[src/sv/bks_pkg.sv]
// bks_pkg: shared types, operation codes and defaults for the bounded key set
// used by bounded_key_set_core and bks_checker; no dependencies
`timescale 1ns / 1ps
`default_nettype none

package bks_pkg;

	// fixed field widths of the transaction payloads
	localparam int CMD_W        = 2;
	localparam int KEY_FIELD_W  = 32;
	localparam int FILL_W       = 5;
	localparam int MAX_KEY_W    = 64;

	// parameter defaults
	localparam int CAPACITY_DEF  = 16;
	localparam int KEY_WIDTH_DEF = 32;

	// operation codes
	localparam logic [CMD_W-1:0] CMD_LOOKUP = 2'd0;
	localparam logic [CMD_W-1:0] CMD_INSERT = 2'd1;
	localparam logic [CMD_W-1:0] CMD_ERASE  = 2'd2;

	typedef struct packed {
		logic [CMD_W-1:0]       cmd;
		logic [KEY_FIELD_W-1:0] key;
	} req_t;

	typedef struct packed {
		logic              ok;
		logic [FILL_W-1:0] fill_count;
	} rsp_t;

	typedef enum logic [1:0] {
		ST_IDLE,
		ST_SCAN,
		ST_SHIFT
	} state_t;

endpackage

`default_nettype wire

[src/sv/bks_ram.sv]
// bks_ram: generic simple dual-port ram, one write port and one registered read port
// no package dependencies
`timescale 1ns / 1ps
`default_nettype none

module bks_ram #(
	parameter int WIDTH = 32,
	parameter int DEPTH = 16
) (
	input  wire logic                                       clk,
	input  wire logic                                       we,
	input  wire logic [((DEPTH > 1) ? $clog2(DEPTH) : 1)-1:0] waddr,
	input  wire logic [WIDTH-1:0]                           wdata,
	input  wire logic                                       re,
	input  wire logic [((DEPTH > 1) ? $clog2(DEPTH) : 1)-1:0] raddr,
	output      logic [WIDTH-1:0]                           rdata
);

	logic [WIDTH-1:0] mem_q [DEPTH];

	always_ff @(posedge clk) begin
		if (we) begin
			mem_q[waddr] <= wdata;
		end
		if (re) begin
			rdata <= mem_q[raddr];
		end
	end

endmodule

`default_nettype wire

[src/sv/bounded_key_set_core.sv]
// bounded_key_set_core: fixed capacity key set, packed in insertion order, with compaction
// depends on bks_pkg and bks_ram
//
//  channel   dir  handshake               payload
//  request   in   start & !busy           req  (bks_pkg::req_t: cmd, key)
//  result    out  done, one cycle strobe  rsp  (bks_pkg::rsp_t: ok, fill_count)
//
//  - keys live in one ram with a registered read; the scan reads one entry per cycle
//    and compares it in the next cycle, so the ram read port sets the pace
//  - lookup / insert: the scan runs over every entry on a miss and stops at a hit; an empty
//    set, a full set on insert or an unused code answers straight from idle, without a scan
//  - erase: as lookup up to the hit, then the entries above the hit move down one place
//  - reset clears state and fill count at once; ram contents need no clearing
//  - the receiver cannot stall: each result shows for exactly one cycle, and a new
//    transaction may be taken in that same cycle
`timescale 1ns / 1ps
`default_nettype none

module bounded_key_set_core #(
	parameter int CAPACITY  = bks_pkg::CAPACITY_DEF,
	parameter int KEY_WIDTH = bks_pkg::KEY_WIDTH_DEF
) (
	input  wire logic          clk,
	input  wire logic          arst_n,
	input  wire logic          start,
	output      logic          busy,
	input  wire bks_pkg::req_t req,
	output      logic          done,
	output      bks_pkg::rsp_t rsp
);

	localparam int IDX_W = (CAPACITY > 1) ? $clog2(CAPACITY) : 1;
	localparam int CNT_W = $clog2(CAPACITY + 1);
	localparam logic [CNT_W-1:0] CAP_CNT = CNT_W'(CAPACITY);
	localparam logic [CNT_W-1:0] ONE_CNT = CNT_W'(1);

	// sequencer state
	bks_pkg::state_t state_q, state_d;

	// latched transaction
	logic [bks_pkg::CMD_W-1:0] cmd_q, cmd_d;
	logic [KEY_WIDTH-1:0]      key_q, key_d;

	// fill count
	logic [CNT_W-1:0] count_q, count_d;

	// scan: address being read, and the address whose data is on the ram output
	logic [CNT_W-1:0] scan_idx_q, scan_idx_d;
	logic             cmp_vld_s1, cmp_vld_d;
	logic [CNT_W-1:0] cmp_idx_s1, cmp_idx_d;

	// shift: next entry to read, and the pending write-back one place lower
	logic [CNT_W-1:0] sh_rd_q, sh_rd_d;
	logic             wr_pend_s1, wr_pend_d;
	logic [IDX_W-1:0] wr_addr_s1, wr_addr_d;

	// result register
	logic  done_q, done_d;
	logic  ok_q, ok_d;

	// ram ports
	logic                 ram_we, ram_re;
	logic [IDX_W-1:0]     ram_waddr, ram_raddr;
	logic [KEY_WIDTH-1:0] ram_wdata, ram_rdata;

	logic                               accept;
	logic [bks_pkg::MAX_KEY_W-1:0]      key_wide;
	logic [KEY_WIDTH-1:0]               key_in;
	logic [CNT_W-1:0]                   count_m1;
	logic                               hit, last_cmp, scan_issue, sh_issue;
	logic [CNT_W+bks_pkg::FILL_W-1:0]   fill_wide_q;

	assign busy   = (state_q != bks_pkg::ST_IDLE);
	assign accept = start && !busy;

	// only the low KEY_WIDTH bits of the key field take part
	assign key_wide = {{(bks_pkg::MAX_KEY_W - bks_pkg::KEY_FIELD_W){1'b0}}, req.key};
	assign key_in   = key_wide[KEY_WIDTH-1:0];

	assign count_m1   = count_q - ONE_CNT;
	assign hit        = cmp_vld_s1 && (ram_rdata == key_q);
	assign last_cmp   = cmp_vld_s1 && (cmp_idx_s1 == count_m1);
	assign scan_issue = (state_q == bks_pkg::ST_SCAN) && (scan_idx_q < count_q);
	assign sh_issue   = (state_q == bks_pkg::ST_SHIFT) && (sh_rd_q < count_q);

	bks_ram #(
		.WIDTH(KEY_WIDTH),
		.DEPTH(CAPACITY)
	) u_ram (
		.clk  (clk),
		.we   (ram_we),
		.waddr(ram_waddr),
		.wdata(ram_wdata),
		.re   (ram_re),
		.raddr(ram_raddr),
		.rdata(ram_rdata)
	);

	always_ff @(posedge clk or negedge arst_n) begin
		if (!arst_n) begin
			state_q    <= bks_pkg::ST_IDLE;
			count_q    <= '0;
			cmp_vld_s1 <= 1'b0;
			wr_pend_s1 <= 1'b0;
			done_q     <= 1'b0;
		end else begin
			state_q    <= state_d;
			count_q    <= count_d;
			cmp_vld_s1 <= cmp_vld_d;
			wr_pend_s1 <= wr_pend_d;
			done_q     <= done_d;
		end
	end

	// payload registers, no reset
	always_ff @(posedge clk) begin
		cmd_q      <= cmd_d;
		key_q      <= key_d;
		scan_idx_q <= scan_idx_d;
		cmp_idx_s1 <= cmp_idx_d;
		sh_rd_q    <= sh_rd_d;
		wr_addr_s1 <= wr_addr_d;
		ok_q       <= ok_d;
	end

	always_comb begin
		state_d    = state_q;
		cmd_d      = cmd_q;
		key_d      = key_q;
		count_d    = count_q;
		scan_idx_d = scan_idx_q;
		cmp_vld_d  = 1'b0;
		cmp_idx_d  = scan_idx_q;
		sh_rd_d    = sh_rd_q;
		wr_pend_d  = 1'b0;
		wr_addr_d  = wr_addr_s1;
		done_d     = 1'b0;
		ok_d       = ok_q;
		ram_we     = 1'b0;
		ram_waddr  = count_q[IDX_W-1:0];
		ram_wdata  = key_q;
		ram_re     = 1'b0;
		ram_raddr  = scan_idx_q[IDX_W-1:0];

		case (state_q)
			bks_pkg::ST_IDLE: begin
				if (accept) begin
					cmd_d      = req.cmd;
					key_d      = key_in;
					scan_idx_d = '0;
					case (req.cmd)
						bks_pkg::CMD_LOOKUP, bks_pkg::CMD_ERASE: begin
							if (count_q == '0) begin
								done_d = 1'b1;
								ok_d   = 1'b0;
							end else begin
								state_d = bks_pkg::ST_SCAN;
							end
						end
						bks_pkg::CMD_INSERT: begin
							if (count_q == CAP_CNT) begin
								// full set: no room whatever the scan would say
								done_d = 1'b1;
								ok_d   = 1'b0;
							end else if (count_q == '0) begin
								// empty set: append straight away
								ram_we    = 1'b1;
								ram_wdata = key_in;
								count_d   = ONE_CNT;
								done_d    = 1'b1;
								ok_d      = 1'b1;
							end else begin
								state_d = bks_pkg::ST_SCAN;
							end
						end
						default: begin
							// unused code changes nothing
							done_d = 1'b1;
							ok_d   = 1'b0;
						end
					endcase
				end
			end

			bks_pkg::ST_SCAN: begin
				// read ahead one entry per cycle
				if (scan_issue) begin
					ram_re     = 1'b1;
					scan_idx_d = scan_idx_q + ONE_CNT;
				end
				cmp_vld_d = scan_issue;
				cmp_idx_d = scan_idx_q;

				if (hit) begin
					cmp_vld_d = 1'b0;
					case (cmd_q)
						bks_pkg::CMD_ERASE: begin
							if (cmp_idx_s1 == count_m1) begin
								// last entry: nothing to move down
								count_d = count_m1;
								done_d  = 1'b1;
								ok_d    = 1'b1;
								state_d = bks_pkg::ST_IDLE;
							end else begin
								sh_rd_d = cmp_idx_s1 + ONE_CNT;
								state_d = bks_pkg::ST_SHIFT;
							end
						end
						bks_pkg::CMD_LOOKUP: begin
							done_d  = 1'b1;
							ok_d    = 1'b1;
							state_d = bks_pkg::ST_IDLE;
						end
						default: begin
							// insert of a key already held
							done_d  = 1'b1;
							ok_d    = 1'b0;
							state_d = bks_pkg::ST_IDLE;
						end
					endcase
				end else if (last_cmp) begin
					cmp_vld_d = 1'b0;
					done_d    = 1'b1;
					state_d   = bks_pkg::ST_IDLE;
					if (cmd_q == bks_pkg::CMD_INSERT) begin
						// room was checked on acceptance
						ram_we  = 1'b1;
						count_d = count_q + ONE_CNT;
						ok_d    = 1'b1;
					end else begin
						ok_d = 1'b0;
					end
				end
			end

			bks_pkg::ST_SHIFT: begin
				// read entry j+1 now, write it to j in the next cycle
				ram_raddr = sh_rd_q[IDX_W-1:0];
				if (sh_issue) begin
					ram_re    = 1'b1;
					wr_pend_d = 1'b1;
					wr_addr_d = sh_rd_q[IDX_W-1:0] - IDX_W'(1);
					sh_rd_d   = sh_rd_q + ONE_CNT;
				end
				if (wr_pend_s1) begin
					ram_we    = 1'b1;
					ram_waddr = wr_addr_s1;
					ram_wdata = ram_rdata;
				end
				if (!sh_issue && !wr_pend_s1) begin
					count_d = count_m1;
					done_d  = 1'b1;
					ok_d    = 1'b1;
					state_d = bks_pkg::ST_IDLE;
				end
			end

			default: begin
				state_d = bks_pkg::ST_IDLE;
			end
		endcase
	end

	// fill count is reported masked to the field width
	always_ff @(posedge clk) begin
		if (done_d) begin
			fill_wide_q <= {{bks_pkg::FILL_W{1'b0}}, count_d};
		end
	end

	assign done           = done_q;
	assign rsp.ok         = ok_q;
	assign rsp.fill_count = fill_wide_q[bks_pkg::FILL_W-1:0];

endmodule

`default_nettype wire

[config.mk]
export PLATFORM = sky130hd
export DESIGN_NAME = bounded_key_set_core
export DESIGN_NICKNAME = d
export VERILOG_FILES = /design/src/sv/bks_pkg.sv /design/src/sv/bks_ram.sv /design/src/sv/bounded_key_set_core.sv
export SDC_FILE = /design/constraint.sdc
export NUM_CORES = 1
export LEC_CHECK = 0
export BUFFER_PORTS_ARGS = -buffer_cell sky130_fd_sc_hd__buf_4
export CAP_MARGIN = 5
export CORE_UTILIZATION = 48
export DETAILED_ROUTE_END_ITERATION = 12
export PLACE_DENSITY = 0.68
export SETUP_SLACK_MARGIN = 0.2
export SYNTH_ARGS = -nofsm -noshare
export SYNTH_HDL_FRONTEND = slang
export SYNTH_SLANG_ARGS = --single-unit
[constraint.sdc]
create_clock -name clk -period 5.3 [get_ports clk]
set_input_delay 0.795 -clock clk [delete_from_list [all_inputs] [get_ports clk]]
set_output_delay 0.795 -clock clk [all_outputs]
set_load 0.02 [all_outputs]
==> results.toml, run 1 <==
[sta]
fin_setup_tns_ns = 0
worstMarginPinSlew_ns = 1.13
hold_viol = 0
rsz0062_at_grt = "false"
final-max-slew-violation-count = 0
final.min_clock_period_ns = 4.45
final.period_utilization = 0.840
max_freq_mhz = 225
setup_viol_count_final = 0
clock_skew_ns = 0.0293
relSlewSlack = 0.229

[placement]
dp_hpwl_um = 37200
gp_congestion = 0.845
portBuffers = 44

[clock_tree]
ctsResizeCount = 0
hold_buffers = 1
cts_setup_buffers = 0
cts-buffers-inserted = 58
clk_latency_ns = 0.64
htree_levels = 2
clockRootBuffer = "clkbuf_16"
path_clk_slew_ns = 0.06
clockBufferDepth = 3
clkSinkCount = 613
cts_tree = "done"

[global_routing]
grtUsageTotal = 0.226
grt_max_degree = 53
antenna_found_initial = 0
overflow = 0
grt_pass1_vias = 13300
grt_first_pass_wirelength_um = 87500

[yosys]
ys_types = 62
syn_area_um2 = 25200
synth_warnings = 0
synth_edf_count = 598
yosysTopAreaCell = "edfxtp_1"
syn_avg_cell_area_um2 = 18.6
yosysMostFrequentCell = "edfxtp_1"
synth_top_area_frac = 0.713
synth.area.top_cells = "edfxtp_1, mux4_2, mux2_2"
async_flop_share = 0.0163
synth_common_cells = "edfxtp_1, mux4_2, nand2_1"
synth_ff_type = "edfxtp_1"
synthesis.nets = 1410
ys_seq_area_frac = 0.727
ys_ff_latch = 613
synthCells = 1356

[min_path]
hp-start = "req[21]"
min_path_cells = 1
min_path_type = "primary input to register"
min_to = "key_q[21]$_DFFE_PP_"

[die]
die-area_um2 = 53400
initial_core_util = 0.489
coreArea_um2 = 51500
die_x_um = 231
ios = 45
die_h_um = 231
rows = 83

[worst_setup_path]
worstPathArrival_ns = 4.76
path_buf_inv = 2
r2r_setup_slack_ns = 0.85
slowest_delay_ns = 0.71
r2r-start = "count_q[0]$_DFF_PN0_"
critical_path_class = "register to register"
cp_max_fo = 25
path_cells = "inv_1 > ha_1 > xor2_1 > o22ai_1 > a2111oi_4 > and4b_1 > nand3_2 > a31o_4 > nor3_2 > buf_12"
start_kind = "register"
r2r_cells = 10
crit_start = "count_q[0]$_DFF_PN0_"
critical_path.endpoint_type = "register"
crit_path_top_delay_cell = "nor3_2"
path_delay_family = "simple AND/OR/NAND/NOR gates"
required_ns = 5.61
worstReg2RegEnd = "u_ram.mem_q[7][18]$_DFFE_PP_"

[drt]
remaining_drc_errors = 0
vias = 13200
totalWireLength_um = 59000
ant_nets = 0
first_pass_iters = 6
drt_iter0_drc = 1570
wl_per_cell_um = 27.3
vias_per_cell = 6.11

[layout]
synthToLayoutAreaGrowth_pct = 13.3
drive_gt1_frac = 0.247
fin_util = 0.554
nFillCells = 3974
diodes = 0
nets = 1484

[power_and_ir_drop]
cellLeakagePower_nw = 9.24
peakVddDrop_mv = 0.341
p_per_area_nw_per_um2 = 522

[flow_run]
drv_cap = 0

[status]
outcome = "finished, final reports clean"
==> state kept, by name, summed over array words and instances (netlist names), 2 cells and up <==
| name | flops |
|---|---|
| u_ram.mem_q | 512 |
| key_q | 32 |
| u_ram.rdata | 32 |
| cmp_idx_d | 5 |
| cmp_idx_s1 | 5 |
| count_q | 5 |
| fill_wide_q | 5 |
| sh_rd_q | 5 |
| wr_addr_s1 | 4 |
| cmd_q | 2 |
| state_q | 2 |
==> layout make-up <==
type	instances	area [um^2]	share of cell area
multi-input cells	624	6540	0.229
repair buffers	89	771	0.0270
clock buffers	65	1500	0.0526
inverters	44	165	0.00579
clock inverters	42	382	0.0134
flip-flops and latches	613	18300	0.642
well taps	680	851	0.0298
==> per-stage QoR <==
stage / std cells / setup WS (ns) / cell area, um^2 / power (mW) / hold slack (ns)
2_1_floorplan: 1356 / -0.340 / 25200 / 9.29 / 0.394
3_3_place_gp: 2049 / 1.11 / 26600 / 10.9 / 0.424
3_5_place_dp: 2049 / 1.03 / 26600 / 10.9 / 0.429
4_1_cts: 2157 / 0.997 / 28500 / 15.0 / 0.318
5_1_grt: 2157 / 0.625 / 28500 / 15.4 / 0.332
6_report: 2157 / 0.847 / 28500 / 14.9 / 0.345
==> worst register-to-register path, stage by stage, from the launching register on <==
cell	delay, ns
dfrtp_1	0.65
inv_1	0.18
ha_1	0.35
xor2_1	0.19
o22ai_1	0.16
a2111oi_4	0.62
and4b_1	0.43
nand3_2	0.15
a31o_4	0.40
nor3_2	0.72
buf_12	0.28
==> worst max path at each step <==
stage                                               to  cells past startpoint
after floorplan           u_ram.mem_q[13][0]$_DFFE_PP_                     13
after global placement    u_ram.mem_q[7][15]$_DFFE_PP_                     10
after detailed placement   u_ram.mem_q[7][6]$_DFFE_PP_                     10
after CTS                 u_ram.mem_q[7][18]$_DFFE_PP_                     10
after global routing      u_ram.mem_q[7][18]$_DFFE_PP_                     10
final                     u_ram.mem_q[7][18]$_DFFE_PP_                     10
==> layer usage <==
| layer | GRT usage | wire [um] | vias to the layer above |
|---|---|---|---|
| met4 | 0.0869 | 2080 | 0 |
| met5 | 0 | 0 | - |
| met3 | 0.0343 | 3830 | 113 |
| met2 | 0.388 | 30300 | 583 |
| met1 | 0.289 | 22700 | 6823 |
| li1 | - | - | 5671 |
==> power by group <==
group	internal [mW]	switching [mW]	leakage [nW]
Sequential	6.23	0.200	5.60
Combinational	1.63	2.73	2.73
Clock	2.28	1.80	0.910
Total	10.1	4.73	9.24
==> kinds of logic (layout without fill, tap and decap cells) <==
group	Yosys count	in the layout	share of synthesized area
buffers and inverters	119	240	0.0191
multiplexers	183	183	0.138
AO/OA/AOI/OAI	150	150	0.0456
AND/OR/NAND/NOR	228	228	0.0450
adder cells (fa/ha/maj)	17	17	0.00845
XOR/XNOR	46	46	0.0166
flip-flops	613	613	0.727
==> cell usage in the layout, fill, tap and decap left out, types with 7 or more instances in the layout <==
cell       netlist  routed
nor3_1          24      12
mux2_2          30      30
xor2_1          12      12
clkinv_2         0      12
a21oi_1         15      14
a211oi_1        34      34
edfxtp_1       598     598
nor2_1          24      24
a222oi_1        26      26
mux4_2         128     128
nand3_1         12      12
mux2i_1         25      21
xnor2_1         33      33
buf_12           0       8
and2_1          34      33
clkinv_1         2      19
nor3_2           1      13
nand4_1          7       7
inv_1           41      40
a31oi_1         38      38
dfrtp_1         10      10
ha_1            17      16
buf_4            2      80
nand2_1         88      88
clkbuf_16        0      59
No activity file was read; power rests on OpenSTA's default activity.
==> run 2, diff against run 1 <==
==> constraint.sdc (replaced) <==
create_clock -name clk -period 3.7 [get_ports clk]
set_input_delay 0.555 -clock clk [delete_from_list [all_inputs] [get_ports clk]]
set_output_delay 0.555 -clock clk [all_outputs]
set_load 0.02 [all_outputs]
==> run 2 against run 1 <==
Count of clock-buffer cells in the layout up 11. Setup slack worse by 0.48 ns. Power up 43%. Largest power group unchanged. Via count up 1.5%. Routed wire length up 2.2%. Cell area up 2.0%. Core utilization up 1.1 points. Global-route usage up 0.58 points.
==> results.toml, run 2 (synthesis gave the netlist of run 1 again) <==
[clock_tree]
clockRootBuffer = "clkbuf_16"
path_clk_slew_ns = 0.06
cts_tree = "done"
clk_latency_ns = 0.63
htree_levels = 2
clockBufferDepth = 3
cts-buffers-inserted = 60
clkSinkCount = 613

[layout]
drive_gt1_frac = 0.270
reg_top3 = "u_ram.mem_q: 512 flops, key_q: 32 flops, u_ram.rdata: 32 flops"
largest_register = "u_ram.mem_q"
largest_register_ffs = 512
synthToLayoutAreaGrowth_pct = 15.5
fin_area_um2 = 29100
nets = 1538
final_cell_mix = "edfxtp_1, mux4_2, buf_4"
final_common_cell = "edfxtp_1"
diodes = 0
nFillCells = 3975

[sta]
final.min_clock_period_ns = 3.33
final-max-slew-violation-count = 0
fin_worst_hold_slack_ns = 0.111
setup_viol_count_final = 0
clock_skew_ns = 0.0263
worstMarginPinSlew_ns = 1.18
relSlewSlack = 0.212
fin_ws_ns = 0.366
rsz0062_at_grt = "false"
max_freq_mhz = 300
hold_viol = 0
final.period_utilization = 0.901

[flow_run]
drv_cap = 0

[die]
coreArea_um2 = 51500
die_h_um = 231
initial_core_util = 0.489
rows = 83
die_x_um = 231
die-area_um2 = 53400
ios = 45

[drt]
first_pass_iters = 6
ant_nets = 0
totalWireLength_um = 60200
remaining_drc_errors = 0
vias = 13400
drt_iter0_drc = 1316
vias_per_cell = 6.05
wl_per_cell_um = 27.2

[worst_setup_path]
required_ns = 3.97
critical_path_class = "register to register"
r2r_setup_slack_ns = 0.37
cp_max_fo = 22
worstPathArrival_ns = 3.60
critical_path.endpoint_type = "register"
start_kind = "register"

[placement]
dp_hpwl_um = 38200
place_area_um2 = 27200
portBuffers = 44
gp_congestion = 0.848
dp_slack_ns = 0.306

[power_and_ir_drop]
p_per_area_nw_per_um2 = 734
peakVddDrop_mv = 0.461
cellLeakagePower_nw = 9.64

[global_routing]
grtUsageTotal = 0.232
overflow = 0
grt_first_pass_wirelength_um = 88900
grt_max_degree = 36
grt_pass1_vias = 13500
antenna_found_initial = 0

[status]
outcome = "finished, final reports clean"

[min_path]
min_path_type = "primary input to register"
run 2: cell types whose count changed in the layout (fill, tap and decap cells not counted), moves of 3 or more:
cell,previous run,this run
buf_4,80,125
nor3_2,13,1
nor3_4,0,12
clkbuf_1,6,15
buf_12,8,15
clkinv_2,12,8
nor3b_2,5,1
nor3b_4,0,4
bufinv_16,5,2
run 2: path summary, 6_finish.rpt:
path                                            startpoint  cells past startpoint                      endpoint
worst max-delay path                  count_q[0]$_DFF_PN0_                     10  u_ram.mem_q[11][7]$_DFFE_PP_
worst min-delay path                               req[24]                      1           key_q[24]$_DFFE_PP_
worst max register to register        count_q[0]$_DFF_PN0_                     10  u_ram.mem_q[11][7]$_DFFE_PP_
worst min register to register  cmp_idx_d[4]$_SDFFCE_PN0P_                      0         cmp_idx_s1[4]$_DFF_P_
max in group asynchronous                           arst_n                      2          count_q[2]$_DFF_PN0_
min in group asynchronous                           arst_n                      2          count_q[3]$_DFF_PN0_
run 2: area by class of cell:
type                    count  area [um^2]  area share
inverters                  44          174     0.00598
clock inverters            34          248     0.00852
repair buffers            141         1250      0.0430
well taps                 680          851      0.0293
flip-flops and latches    613        18300       0.630
clock buffers              76         1580      0.0544
multi-input cells         624         6660       0.229
run 2: metal layers:
layer,vias up,track usage,routed length (um)
met2,558,0.364,28500
met1,6949,0.318,24800
met4,0,0.0697,1540
met5,-,0,0
li1,5791,-,-
met3,91,0.0621,5450
run 2: stage by stage:
step / instances / total power, mW / setup TNS, ns / utilization
2_1_floorplan: 1356 / 13.4 / -16.84 / -
3_5_place_dp: 2100 / 15.8 / 0 / 0.528
3_3_place_gp: 2100 / 15.7 / 0 / 0.528
4_1_cts: 2211 / 21.5 / 0 / 0.564
5_1_grt: 2212 / 22.2 / 0 / 0.564
6_report: 2212 / 21.3 / 0 / 0.564
run 2: timing repair:
item	CTS	global route
hold buffers	1	0
endpoints found under the setup margin	0	135
buffers inserted	0	1
endpoints found under the hold margin	10	0
resized for setup	0	2
run 2: where the power goes:
group / internal (mW) / total, mW / switching [mW]
sequential: 8.92 / 9.18 / 0.263
combinational: 2.58 / 6.45 / 3.87
clock: 3.16 / 5.70 / 2.55
total: 14.7 / 21.3 / 6.68
run 2: worst max-delay path, stage by stage (launching register included):
cell	delay, ns
dfrtp_1	0.46
buf_4	0.20
nor3_2	0.22
xnor3_1	0.30
a2111oi_4	0.33
and4b_1	0.30
nand3_2	0.10
a31o_4	0.34
buf_12	0.19
nor3_4	0.13
buf_4	0.40
==> run 3, diff against run 2 <==
--- a/config.mk
+++ b/config.mk
@@ -5,11 +5,12 @@
 export SDC_FILE = /design/constraint.sdc
 export NUM_CORES = 1
 export LEC_CHECK = 0
+export ABC_CLOCK_PERIOD_IN_PS = 3200
 export BUFFER_PORTS_ARGS = -buffer_cell sky130_fd_sc_hd__buf_4
 export CAP_MARGIN = 5
 export CORE_UTILIZATION = 48
 export DETAILED_ROUTE_END_ITERATION = 12
-export PLACE_DENSITY = 0.68
+export PLACE_DENSITY = 0.66
 export SETUP_SLACK_MARGIN = 0.2
 export SYNTH_ARGS = -nofsm -noshare
 export SYNTH_HDL_FRONTEND = slang
==> constraint.sdc (replaced) <==
create_clock -name clk -period 3.2 [get_ports clk]
set_input_delay 0.48 -clock clk [delete_from_list [all_inputs] [get_ports clk]]
set_output_delay 0.48 -clock clk [all_outputs]
set_load 0.02 [all_outputs]
==> run 3 against run 2 <==
Sequential share of layout area down 5.0 points. Critical path depth rose by 2. Non-clock buffer count grew 132. Sequential cell count unchanged. Critical path type unchanged. Largest power group unchanged.
==> results.toml, run 3 (synthesis gave the netlist of run 1 again) <==
[placement]
portBuffers = 44
dp_hpwl_um = 40700
gp_congestion = 0.898
place_area_um2 = 28100

[clock_tree]
clk_latency_ns = 0.61
clockBufferDepth = 3
clockRootBuffer = "clkbuf_16"
clkSinkCount = 613
cts-buffers-inserted = 66
path_clk_slew_ns = 0.06
htree_levels = 3
cts_tree = "done"

[global_routing]
overflow = 0
grtUsageTotal = 0.235
grt_max_degree = 65
grt_first_pass_wirelength_um = 90500
grt_pass1_vias = 14200
antenna_found_initial = 0

[layout]
largest_register_ffs = 512
nets = 1677
regArea_um2 = 18300
multi_input_area_um2 = 6730
final_cell_mix = "edfxtp_1, buf_4, mux4_2"
synthToLayoutAreaGrowth_pct = 25.5
largest_register = "u_ram.mem_q"
fin_area_um2 = 31600
fin_util = 0.613
reg_top3 = "u_ram.mem_q: 512 flops, key_q: 32 flops, u_ram.rdata: 32 flops"
drive_gt1_frac = 0.350
nFillCells = 3662
final_common_cell = "edfxtp_1"
diodes = 0

[worst_setup_path]
critical_path_class = "register to register"
cp_max_fo = 5
r2r_cells = 12
critical_path.endpoint_type = "register"
required_ns = 3.51
slowest_delay_ns = 0.43
crit_path_top_delay_cell = "dfrtp_1"
worstPathArrival_ns = 3.38
start_kind = "register"
path_cells = "inv_6 > ha_4 > xor2_1 > nand2_1 > a2111oi_4 > and4b_1 > nand3_2 > a31o_4 > buf_12 > nor3_4 > buf_6 > clkbuf_16"

[sta]
setup_viol_count_final = 0
fin_worst_hold_slack_ns = 0.0656
final.period_utilization = 0.960
max_freq_mhz = 326
fin_setup_tns_ns = 0
relSlewSlack = 0.472
worstMarginPinSlew_ns = 0.789
final-max-slew-violation-count = 0
final.min_clock_period_ns = 3.07
rsz0062_at_grt = "true"
hold_viol = 0
clock_skew_ns = 0.0235

[die]
rows = 83
ios = 45
die_h_um = 231
initial_core_util = 0.489
coreArea_um2 = 51500
die-area_um2 = 53400
die_x_um = 231

[drt]
drt_iter0_drc = 1628
ant_nets = 0
totalWireLength_um = 66600
first_pass_iters = 6
remaining_drc_errors = 0
vias_per_cell = 6.11
wl_per_cell_um = 28.3
vias = 14400

[power_and_ir_drop]
cellLeakagePower_nw = 10.8
peakVddDrop_mv = 0.554
p_per_area_nw_per_um2 = 832
power.total_mw = 26.3

[min_path]
min_path_type = "primary input to register"
min_path_cells = 1

[status]
outcome = "finished, final reports clean"

[flow_run]
drv_cap = 0
[run 3: changes by cell type in the layout (fill, tap and decap cells not counted), sizes merged]
| cell | delta |
|---|---|
| clkbuf | +33 |
| clkinv | +2 |
| buf | +105 |
| bufinv | +1 |
| clkinvlp | -1 |
[run 3: final cells by class]
type | instances | share of cell area
well taps | 680 | 0.0269
inverters | 44 | 0.00563
multi-input cells | 624 | 0.213
repair buffers | 273 | 0.108
repair inverters | 1 | 0.000158
clock buffers | 82 | 0.0562
flip-flops and latches | 613 | 0.580
clock inverters | 35 | 0.00959
[run 3: critical path: cells and delay by family, from the launching register on]
kind | cells | cell delay [ns]
simple gates | 4 | 0.71
buf+inv | 4 | 0.58
flops | 1 | 0.43
compound gates | 2 | 0.65
fa+ha+maj | 1 | 0.27
xor+xnor | 1 | 0.14
[run 3: through the flow]
step | instances | setup slack [ns]
5_1_grt | 2352 | 0.0382
6_report | 2352 | 0.130
3_3_place_gp | 2160 | -0.0305
2_1_floorplan | 1356 | -0.637
4_1_cts | 2298 | 0.186
3_5_place_dp | 2161 | -0.000825
[run 3: where the power goes]
part | leakage, nW | total (mW) | switching, mW | internal [mW]
clock network | 1.02 | 7.32 | 3.11 | 4.21
logic | 4.18 | 8.34 | 4.86 | 3.48
registers | 5.60 | 10.6 | 0.309 | 10.3
total | 10.8 | 26.3 | 8.28 | 18.0
[run 3: worst paths after layout]
kind / start / endpoint / slack, ns
worst min register to register: cmp_idx_d[4]$_SDFFCE_PN0P_ / cmp_idx_s1[4]$_DFF_P_ / 0.44
max in group asynchronous: arst_n / count_q[2]$_DFF_PN0_ / 2.76
min in group asynchronous: arst_n / cmp_vld_s1$_DFF_PN0_ / 0.27
worst max-delay path: count_q[0]$_DFF_PN0_ / u_ram.mem_q[11][16]$_DFFE_PP_ / 0.13
worst min-delay path: req[27] / key_q[27]$_DFFE_PP_ / 0.07
worst max register to register: count_q[0]$_DFF_PN0_ / u_ram.mem_q[11][16]$_DFFE_PP_ / 0.13
[run 3: timing repair]
action                     in CTS  in global routing
resized for setup              15                 60
hold endpoints to repair       10                  0
setup buffers                  19                 17
gates cloned                    0                 37
hold buffers                    1                  0
setup endpoints to repair     424                822
pin swaps                      11                 15
[run 3: layer usage]
layer / vias up / global-route usage / routed length [um]
li1: 6083 / - / -
met1: 7501 / 0.302 / 26300
met2: 663 / 0.405 / 33800
met3: 133 / 0.0419 / 4480
met4: 0 / 0.0766 / 2030
met5: - / 0 / 0
